**src/design/pmbh_pkg.sv**
```systemverilog
// Package for the Prim spanning-tree block: widths, modes, colors,
// controller states and the command/status structs between ctrl and datapath.
// No dependencies.
`default_nettype none
package pmbh_pkg;
  localparam int MaxVertices = 32;
  localparam int VtxBits     = 5;
  localparam int CntBits     = 6;
  localparam int WeightBits  = 16;

  typedef enum logic [1:0] {
    MODE_ADD   = 2'd0,
    MODE_RUN   = 2'd1,
    MODE_CLEAR = 2'd2,
    MODE_NONE  = 2'd3
  } mode_t;

  typedef enum logic [1:0] {
    COL_UNVISITED = 2'd0,
    COL_QUEUED    = 2'd1,
    COL_DONE      = 2'd2
  } colour_t;

  typedef enum logic [4:0] {
    ST_IDLE,
    ST_ADD_A,
    ST_ADD_B,
    ST_INIT,
    ST_POP,
    ST_SIFT_DOWN,
    ST_SCAN_RD,
    ST_SCAN_WAIT,
    ST_SCAN,
    ST_FIND,
    ST_SIFT_UP,
    ST_EMIT
  } state_t;

  typedef struct packed {
    logic           load;        // capture input beat
    logic           add_a;       // append b to list of a, write weight
    logic           add_b;       // append a to list of b, write weight
    logic           clear;       // zero neighbour counts
    logic           init;        // reset run state, push source
    logic           pop;         // extract root
    logic           wt_rd;       // issue weight read for the fetched neighbour
    logic           sd_step;     // one sift-down compare/swap
    logic           scan_rd;     // issue neighbour read
    logic           scan;        // process one neighbour
    logic           find_step;   // search heap for vertex
    logic           su_step;     // one sift-up compare/swap
    logic           emit_next;   // advance report index
  } cmd_t;

  typedef struct packed {
    logic add_ok;        // edge endpoints in range
    logic run_ok;        // source in range
    logic heap_empty;
    logic pop_skip;      // popped vertex out of range
    logic sd_more;       // sift-down continues
    logic scan_more;     // neighbours left
    logic scan_push;     // neighbour pushed, start sift-up
    logic scan_lower;    // key lowered, start find
    logic find_hit;
    logic find_end;
    logic su_more;
    logic emit_last;
  } sts_t;
endpackage
`default_nettype wire

```
**src/design/pmbh_ctrl.sv**
```systemverilog
// Controller state machine sequencing edge loads and the Prim run.
// Depends on pmbh_pkg; commands pmbh_datapath through cmd_t / sts_t.
`default_nettype none
module pmbh_ctrl
  import pmbh_pkg::*;
(
  input  wire logic       clk,
  input  wire logic       rst,
  input  wire logic       in_valid,
  output logic            in_stall,
  input  wire logic [1:0] mode,
  output logic            out_valid,
  input  wire logic       out_stall,
  input  wire sts_t       sts,
  output cmd_t            cmd
);
  state_t state, state_next;

  always_ff @(posedge clk) begin
    if (rst) begin
      state <= ST_IDLE;
    end else begin
      state <= state_next;
    end
  end

  always_comb begin
    state_next = state;
    unique case (state)
      ST_IDLE: begin
        if (in_valid) begin
          unique case (mode_t'(mode))
            MODE_ADD:   state_next = ST_ADD_A;
            MODE_RUN:   state_next = ST_INIT;
            MODE_CLEAR: state_next = ST_IDLE;
            default:    state_next = ST_IDLE;
          endcase
        end
      end
      ST_ADD_A:        state_next = sts.add_ok ? ST_ADD_B : ST_IDLE;
      ST_ADD_B:        state_next = ST_IDLE;
      ST_INIT:         state_next = sts.run_ok ? ST_POP : ST_IDLE;
      ST_POP:          state_next = ST_SIFT_DOWN;
      ST_SIFT_DOWN:    if (!sts.sd_more) state_next = ST_SCAN_RD;
      ST_SCAN_RD: begin
        if (sts.pop_skip || !sts.scan_more)
          state_next = sts.heap_empty ? ST_EMIT : ST_POP;
        else state_next = ST_SCAN_WAIT;
      end
      ST_SCAN_WAIT:    state_next = ST_SCAN;
      ST_SCAN: begin
        if (sts.scan_push) state_next = ST_SIFT_UP;
        else if (sts.scan_lower) state_next = ST_FIND;
        else state_next = ST_SCAN_RD;
      end
      ST_FIND: begin
        if (sts.find_end) state_next = ST_SCAN_RD;
        else if (sts.find_hit) state_next = ST_SIFT_UP;
      end
      ST_SIFT_UP:      if (!sts.su_more) state_next = ST_SCAN_RD;
      ST_EMIT:         if (!out_stall && sts.emit_last) state_next = ST_IDLE;
      default:         state_next = ST_IDLE;
    endcase
  end

  always_comb begin
    cmd = '0;
    in_stall  = state != ST_IDLE;
    out_valid = state == ST_EMIT;
    unique case (state)
      ST_IDLE: begin
        cmd.load  = in_valid;
        cmd.clear = in_valid && mode_t'(mode) == MODE_CLEAR;
      end
      ST_ADD_A:        cmd.add_a = sts.add_ok;
      ST_ADD_B:        cmd.add_b = 1'b1;
      ST_INIT:         cmd.init = sts.run_ok;
      ST_POP:          cmd.pop = 1'b1;
      ST_SIFT_DOWN:    cmd.sd_step = 1'b1;
      ST_SCAN_RD:      cmd.scan_rd = !sts.pop_skip && sts.scan_more;
      ST_SCAN_WAIT:    cmd.wt_rd = 1'b1;
      ST_SCAN:         cmd.scan = 1'b1;
      ST_FIND:         cmd.find_step = !sts.find_end;
      ST_SIFT_UP:      cmd.su_step = 1'b1;
      ST_EMIT:         cmd.emit_next = !out_stall;
      default:         cmd = '0;
    endcase
  end

  a_emit_only_in_emit: assert property (@(posedge clk) disable iff (rst)
    out_valid |-> state == ST_EMIT) else $error("output beat outside report");
  a_no_accept_busy: assert property (@(posedge clk) disable iff (rst)
    state != ST_IDLE |-> in_stall) else $error("accept while busy");
  a_emit_holds: assert property (@(posedge clk) disable iff (rst)
    (out_valid && out_stall) |=> out_valid) else $error("report dropped");
endmodule
`default_nettype wire

```
**config.mk**
```make
export PLATFORM = sky130hd
export DESIGN_NAME = pmbh_ctrl
export DESIGN_NICKNAME = d
export VERILOG_FILES = /design/src/design/pmbh_pkg.sv /design/src/design/pmbh_ctrl.sv
export SDC_FILE = /design/constraint.sdc
export NUM_CORES = 1
export LEC_CHECK = 0
export ABC_AREA = 0
export ABC_CLOCK_PERIOD_IN_PS = 2270
export BUFFER_PORTS_ARGS = -buffer_cell sky130_fd_sc_hd__buf_2
export CAP_MARGIN = 20
export CORE_MARGIN = 2
export CORE_UTILIZATION = 41
export DETAILED_ROUTE_END_ITERATION = 8
export PLACE_DENSITY_LB_ADDON = 0.12
export SYNTH_ARGS = -nofsm -noshare
export SYNTH_HDL_FRONTEND = slang
export SYNTH_SLANG_ARGS = --single-unit
```
**constraint.sdc**
```tcl
create_clock -name clk -period 2.27 [get_ports clk]
set_clock_uncertainty 0.15 [all_clocks]
set_input_delay 0.3405 -clock clk [delete_from_list [all_inputs] [get_ports clk]]
set_output_delay 0.3405 -clock clk [all_outputs]
set_load 0.02 [all_outputs]
```
After elaboration in Yosys (flattened, before gate mapping)
Cells that the tools add are included.

word-level totals
  flip-flop bits (word level) = 5
  input bits = 18
  word-level logic and storage cells = 58
  output and inout port bits = 15

operators by class
  reductions and logical operators = 12
  mux-type cells = 27
  eq/ne operators = 18

operators with widths
  cell                                                    count
  one-hot mux 5 bit (11 select lines)                     1
  2-to-1 mux 5 bit                                        6
  == test 5 x 3 -> 1 bit (second input constant)          4
  == test 5 x 4 -> 1 bit (second input constant)          4
  2-to-1 mux 4 bit                                        4
  2-to-1 mux 1 bit                                        13
  == test 5 x 2 -> 1 bit (second input constant)          2
  inequality test 2 bit (second input constant)           3
  == test 5 x 1 -> 1 bit (second input constant)          1
  logical NOT 5 bit                                       1
  AND reduction 5 bit                                     1
  nonzero test 5 bit                                      1
  logical NOT 1 bit                                       4
  one-hot mux 2 bit (2 select lines)                      1
  logical AND 1 bit                                       3
  2-to-1 mux 3 bit                                        1
  inequality test 3 bit (second input constant)           1
  == test 2 x 1 -> 1 bit (second input constant)          1
  == test 2 bit (second input constant)                   1
  logical NOT 2 bit                                       1
  2-to-1 mux 2 bit                                        1
  inequality test 2 x 1 -> 1 bit (second input constant)  1
  logical OR 1 bit                                        1

Depth between registers and ports, before layout
Gate-level depths: netlist of the first run.

  depth after elaboration = 4
  depth in mapped cells = 7
  mapped depth without buffers = 5

Worst setup path before layout of the first run
OpenSTA, ideal clock, no wires.

  kind = register -> output
  from = register state[0]
  to = output port cmd[9] in the netlist's numbering
  arrival = 1,313 ps
  stages on the path, launching flop included = 6
  slack = 466 ps
  buffers on the path = 2
  required time = 1,780 ps
  cell sequence = dfxtp_1 > buf_2 > buf_2 > nor2_1 > and3_1 > and3b_1

RTL lines
  item                    RTL line         text
  start, declared         pmbh_ctrl.sv:17  state_t state, state_next;
  start signal, assigned  pmbh_ctrl.sv:23  state <= state_next;
  end, declared           pmbh_ctrl.sv:15  output cmd_t cmd

==> results by group, run 1 <==
Placed design
  • Post-place instance area: around 680 um^2
  • Total half-perimeter wirelength after legalization and detailed placement: between 1000 and 1500 um
  • Pre-CTS worst setup slack: about 0.37 ns
  • Buffers added on ports: 32
  • Final weighted congestion of routability-driven global placement: roughly 0.9
  • Placed cells: 126

GRT
  • Number of global-route vias before repair: about 570
  • Total grt overflow: 0
  • Aggregate global-route resource usage: between 20 and 25%
  • Initial antenna violation count: 0
  • Met1 track demand over resource: a little under a third
  • Global-route wire length before repair: around 2500 um
  • Met2 GRT Util: about two fifths
  • Global route hottest layer: met2
  • GR met3 Demand/Resource: 0%
  • Largest net degree at the start of global routing: 18

Run status
  • Status: finished, final reports clean

Clock network
  • Maximum buffer depth of the clock tree: 2
  • CTS-repair resized insts: 0
  • CTS Hold Buffers Added: 0
  • Number of buffers inserted to repair setup after CTS: 0
  • Worst-skew pair later-pin latency: between 0.2 and 0.25 ns
  • Sink count of the clock tree: 4
  • Number of buffers added by the clock tree synthesis step: 3
  • Clock root cell: clkbuf_4
  • Clk slew on worst S/H paths: about 0.040 ns
  • Htree depth: 1
  • Clock tree from TritonCTS: yes

Power and ir drop
  • Static leakage power: about 0.35 nW
  • Peak supply drop: between 0.1 and 0.15 mV
  • Total design power: between 0.2 and 0.25 mW
  • Pwr dens: 338 nW/um^2

Final layout
  • Leading cell types in the layout, fill and taps excluded: buf_2, nor2_1, nor3_1
  • Area of the multi-input gates: around 400 um^2
  • Number of antenna repair diodes: 0
  • Most common cell after layout, fill and taps aside: buf_2
  • Largest registers: state x4
  • Utilization of the core after routing: 56.1%
  • Area taken by flip-flops and latches: ~80 um^2
  • Max FFs per register: 4
  • Register ranked first by flip-flop count: state
  • Post-route cell area: approximately 700 um^2
  • Filler cell count in the final layout: between 100 and 150
  • Final Instance Count excl. Fillers: about 130
  • Fraction of layout instances using a drive strength above 1: between 30% and 40%
  • Fin nets: 134
  • Layout overhead on the synthesized area: 31.6%

Die
  • Chip width: around 40 um
  • Y dimension of the die: between 40 and 50 um
  • Initial standard-cell utilization of the core: 42.7%
  • Number of primary I/O pins: 33
  • Core Region: between 1000 and 1500 um^2
  • Floorplan row count: 13
  • Die ar.: 1610 um^2

Drt
  • Detailed-router iteration count before antenna repair: 4
  • Number of nets with antenna violations after detailed routing: 0
  • Via Count: between 700 and 800
  • Vias per inst: roughly 5.5
  • Iteration-0 DRC count of the detailed router: 21
  • DR DRC count: 0
  • Aggregate routed wire length: 1600 um
  • Post-detailed-route wirelength per cell: about 12 um

Yosys
  • Combined area of all synthesized cells: 534 um^2
  • Gate count after technology mapping: 83
  • Library cell occupying the most area in the post-synthesis netlist: dfxtp_1
  • Dominant register cell in the synthesized netlist: dfxtp_1
  • Number of register bits inferred by synthesis: 4
  • Fraction of registers with async set or reset after synthesis: 0%
  • Count of unique library cells instantiated by Yosys: 33
  • Average footprint of a synthesized cell: between 6 and 7 um^2
  • Seq/Total Area, Yosys: 15.0%
  • Area share of the leading cell type in the synthesized netlist: between 10% and 20%
  • Number of flops mapped to enable cells by yosys: 0
  • Post-Syn Nets: between 100 and 150
  • Synthesis warning total: 0
  • Leading post-synthesis cells by cell area: dfxtp_1, nor3_1, nor2_1

Job
  • MaxCap Viol Count: 0

Timing
  • Setup repair after global routing missed its margin: no
  • Worst hold slack: roughly 0.18 ns
  • Final total negative setup slack: 0 ns
  • Final Setup Violations: 0
  • Count of final hold-check violations: 0
  • Share of the clock period used by the worst path after layout: 89.0%
  • F_max: 495 MHz
  • Least-Margin Pin Slew: a little over 0.5 ns
  • Worst slew margin relative to its limit: roughly two thirds
  • Final min period: 2.02 ns
  • Final WS setup: roughly 0.25 ns
  • Final Max Tran Viols: 0

Worst setup path
  • CP peak stage delay: between 0.6 and 0.7 ns
  • Category of the most critical setup path: reg -> out
  • Top fanout value on the critical path: 17
  • Crit path max-delay family: flip-flops
  • Critical Path End Type: output pin
  • Required time of the worst setup path: between 1.5 and 2 ns
  • Slowest stage cell on the critical path: dfxtp_1
  • Data arrival time of the critical path: ~1.5 ns
  • Buffers & Inverters on Critical Path: 1
  • Critical path launch point type: flip-flop
  • Worst path cell trace: nand2_1 -> nor2_1 -> buf_2

Worst hold path
  • Min-delay worst type: in -> reg
power by group:
group | internal (mW) | switching, mW
clock | 0.0594 | 0.0322
sequential | 0.0725 | 0.00509
combinational | 0.0311 | 0.0374
cell usage after synthesis, types with 2 or more instances:
library cell and count:
nand3_1 3, buf_2 2, a22oi_1 2, nor2b_1 3
nand2b_1 4, nand2_1 7, dfxtp_1 4, buf_4 2
buf_6 2, a21oi_1 8, inv_1 2, nor2_1 12
or3_1 3, nor3_1 10
metal layers:
metal	wire length, um	vias to the layer above
li1	-	363
met1	724	320
met2	763	27
met3	76	5
met4	33	0
met5	0	-
final timing paths:
check	cells past startpoint	end	slack, ns	from
hold reg to reg	3	state[3]	0.57	state[1]
setup reg to reg	4	state[1]	0.37	state[0]
setup / recovery	3	cmd[5]	0.25	state[0]
hold / removal	2	state[3]	0.18	rst
cell families (layout without fill, tap and decap cells):
group | count (synthesis) | count (layout) | share of synthesized area [%]
simple gates | 50 | 50 | 48.9
buf+inv | 8 | 39 | 10.3
flops | 4 | 4 | 15.0
compound gates | 21 | 21 | 25.8
area by class of cell:
| cell class | instances | share of cell area, % |
|---|---|---|
| Clock buffer | 3 | 3.20 |
| Inverter | 2 | 1.07 |
| Multi-Input combinational cell | 71 | 56.8 |
| Sequential cell | 4 | 11.4 |
| Tap cell | 15 | 2.67 |
| Timing Repair Buffer | 34 | 24.9 |
worst register-to-register path, cell delays in order, from the launching register on:
cell       delay (ns)
dfxtp_1          0.63
nand2b_1         0.28
a211oi_1         0.09
or4_1            0.51
o2bb2ai_1        0.13
(Power assumes the default switching activity.)
==> inputs of run 2 (changes only) <==
--- a/config.mk
+++ b/config.mk
@@ -9,8 +9,10 @@
 export ABC_CLOCK_PERIOD_IN_PS = 2270
 export BUFFER_PORTS_ARGS = -buffer_cell sky130_fd_sc_hd__buf_2
 export CAP_MARGIN = 20
-export CORE_MARGIN = 2
-export CORE_UTILIZATION = 41
+export CELL_PAD_IN_SITES_DETAIL_PLACEMENT = 1
+export CELL_PAD_IN_SITES_GLOBAL_PLACEMENT = 1
+export CORE_ASPECT_RATIO = 1.4
+export CORE_UTILIZATION = 26
 export DETAILED_ROUTE_END_ITERATION = 8
 export PLACE_DENSITY_LB_ADDON = 0.12
 export SYNTH_ARGS = -nofsm -noshare
==> run 2 against run 1 <==
Cell area rose by 1.1%. Global-route usage decreased by 4.5 points. Critical path depth stayed put. Largest cell class unchanged. Highest routed layer is now met3. Combinational power grew 2%. Critical path type unchanged. Register-to-register slack about the same.
==> results by group, run 2 (synthesis results as in run 1) <==
Power and ir drop
  • Relative contribution of combinational cells to total power: 29.3% (+0.5 points)
  • Cell internal power dissipation: 0.163 mW (about the same)
  • Peak supply drop: 0.0946 mV (-29%)
  • P_sw: 0.0753 mW (+0.78%)
  • Total design power: 0.238 mW (+0.24%)
  • Static leakage power: 0.348 nW (unchanged)
  • Pwr dens: 335 nW/um^2 (-0.82%)
  • Switch share: 31.6% (+0.17 points)
  • Sequential share of power: 32.5% (about the same)
  • Clock power share: 38.1% (-0.4 points)

Run status
  • Status: finished, final reports clean

Die
  • Chip width: 40.3 um (+0.52%)
  • Core Region: 1950 um^2 (+56%)
  • Initial standard-cell utilization of the core: 27.4% (-15 points)
  • Floorplan row count: 19 (+6)
  • Number of primary I/O pins: 33 (unchanged)
  • Die ar.: 2240 um^2 (+39%)
  • Y dimension of the die: 55.6 um (+39%)

Final layout
  • Fin nets: 134 (unchanged)
  • Largest registers: state x4
  • Register ranked first by flip-flop count: state
  • Leading cell types in the layout, fill and taps excluded: buf_2, nor2_1, nor3_1
  • Max FFs per register: 4 (unchanged)
  • Layout overhead on the synthesized area: 33.0%
  • Filler cell count in the final layout: 280 (+110%)
  • Most common cell after layout, fill and taps aside: buf_2
  • Final Instance Count excl. Fillers: 135 (+4.7%)
  • Number of antenna repair diodes: 0 (unchanged)
  • Fraction of layout instances using a drive strength above 1: 33.3% (unchanged)

Worst setup path
  • CP peak stage delay: 0.65 ns (+0.02 ns)
  • Worst setup path startpoint: state[0]
  • End of the critical path: cmd[5]
  • Category of the most critical setup path: reg -> out
  • Required time of the worst setup path: 1.78 ns (about the same)
  • Data arrival time of the critical path: 1.59 ns (+0.06 ns)
  • Top fanout value on the critical path: 17 (unchanged)
  • Crit path max-delay family: flip-flops
  • Worst path cell trace: nand2_1 -> nor2_1 -> buf_2
  • Slowest stage cell on the critical path: dfxtp_1
  • Worst setup slack for register-to-register paths: 0.36 ns (about the same)
  • Critical R2R Launch: state[0]
  • Critical register-to-register path endpoint: state[1]
  • Critical Path End Type: output pin
  • Cell count along the critical path: 3 (unchanged)
  • Buffers & Inverters on Critical Path: 1 (unchanged)
  • Reg2reg path depth: 4 (unchanged)
  • Critical path launch point type: flip-flop

Clock network
  • CTS-repair resized insts: 0 (unchanged)
  • CTS Hold Buffers Added: 0 (unchanged)
  • Htree depth: 1 (unchanged)
  • Worst-skew pair later-pin latency: 0.24 ns (about the same)
  • Clk slew on worst S/H paths: 0.04 ns (about the same)
  • Number of buffers added by the clock tree synthesis step: 3 (unchanged)
  • Number of buffers inserted to repair setup after CTS: 0 (unchanged)
  • Maximum buffer depth of the clock tree: 2 (unchanged)
  • Clock root cell: clkbuf_4
  • Clock tree from TritonCTS: yes
  • Sink count of the clock tree: 4 (unchanged)

Timing
  • Final total negative setup slack: 0 ns (unchanged)
  • Final Max Tran Viols: 0 (unchanged)
  • Final min period: 2.08 ns (+0.0595 ns)
  • Final Setup Violations: 0 (unchanged)
  • Share of the clock period used by the worst path after layout: 91.6% (+2.6 points)
  • Least-Margin Pin Slew: 0.534 ns (+0.0254 ns)
  • Final WS setup: 0.190 ns (-0.0595 ns)
  • F_max: 481 MHz (-2.9%)
  • Count of final hold-check violations: 0 (unchanged)
  • Setup repair after global routing missed its margin: no
  • Worst slew margin relative to its limit: 64.4% (-1.7 points)

Drt
  • DR DRC count: 0 (unchanged)
  • Post-detailed-route wirelength per cell: 13.3 um (+7.6%)
  • Iteration-0 DRC count of the detailed router: 8 (-62%)
  • Vias per inst: 5.31 (-4.2%)
  • Aggregate routed wire length: 1800 um (+13%)
  • Number of nets with antenna violations after detailed routing: 0 (unchanged)
  • Via Count: 717 (+0.28%)
  • Detailed-router iteration count before antenna repair: 2 (-2)

GRT
  • Global-route wire length before repair: 2870 um (+14%)
  • Number of global-route vias before repair: 680 (+19%)
  • Largest net degree at the start of global routing: 18 (unchanged)
  • Aggregate global-route resource usage: 17.9% (-4.5 points)
  • Initial antenna violation count: 0 (unchanged)
  • Total grt overflow: 0 (unchanged)

Placed design
  • Total half-perimeter wirelength after legalization and detailed placement: 1440 um (+17%)
  • Buffers added on ports: 32 (unchanged)
  • Pre-CTS worst setup slack: 0.348 ns (-0.0217 ns)
  • Placed cells: 132 (+4.8%)
  • Final weighted congestion of routability-driven global placement: 0.721 (-19%)

Worst hold path
  • Min-delay worst type: in -> reg

Job
  • MaxCap Viol Count: 0 (unchanged)
==> run 2: layout make-up <==
class / count / area, um^2 / share of cell area (%)
Sequential cell: 4 / 80.1 / 11.3
Timing Repair Buffer: 34 / 175 / 24.6
Clock buffer: 3 / 22.5 / 3.17
Multi-Input combinational cell: 71 / 399 / 56.2
Inverter: 2 / 7.51 / 1.06
Tap cell: 21 / 26.3 / 3.70
==> run 2: power groups by stage <==
stage	Combinational (mW)	Sequential (mW)	Clock [mW]
2_1_floorplan	0.0422	0.0748	0
3_3_place_gp	0.0694	0.0780	0
3_5_place_dp	0.0703	0.0785	0
4_1_cts	0.0706	0.0772	0.0933
5_1_grt	0.0784	0.0781	0.0967
6_report	0.0699	0.0775	0.0909
==> run 2: how the worst min path moves through the flow <==
stage | end | from | cells past startpoint | slack (ns)
floorplan | state[0] | rst | 1 | 0.26
global placement | state[0] | rst | 2 | 0.42
detailed placement | state[0] | rst | 2 | 0.43
CTS | state[0] | rst | 2 | 0.18
global route | state[3] | rst | 2 | 0.19
finish | state[0] | rst | 2 | 0.19
==> run 2: metal layers <==
metal / global-route usage [%] / part of all wire (%) / vias to the layer above
met3: 2.40 / 3.7 / 0
met2: 30.2 / 52 / 16
met5: 0 / 0 / -
met1: 22.1 / 45 / 337
met4: 5.71 / 0 / 0
li1: - / - / 364
==> run 2: worst reg2reg max path: cells and delay by family (launching register included) <==
family | cells | cell delay (ns)
DFF | 1 | 0.65
AOI/OAI and AO/OA | 2 | 0.21
and+or+nand+nor | 2 | 0.78
==> run 2: stage by stage <==
step                hold slack (ns)  util [%]  area, um^2
finish                        0.188      36.5         711
CTS                           0.176      36.5         711
floorplan                     0.260         -         534
global placement              0.424      35.3         688
global route                  0.188      36.5         711
detailed placement            0.425      35.3         688
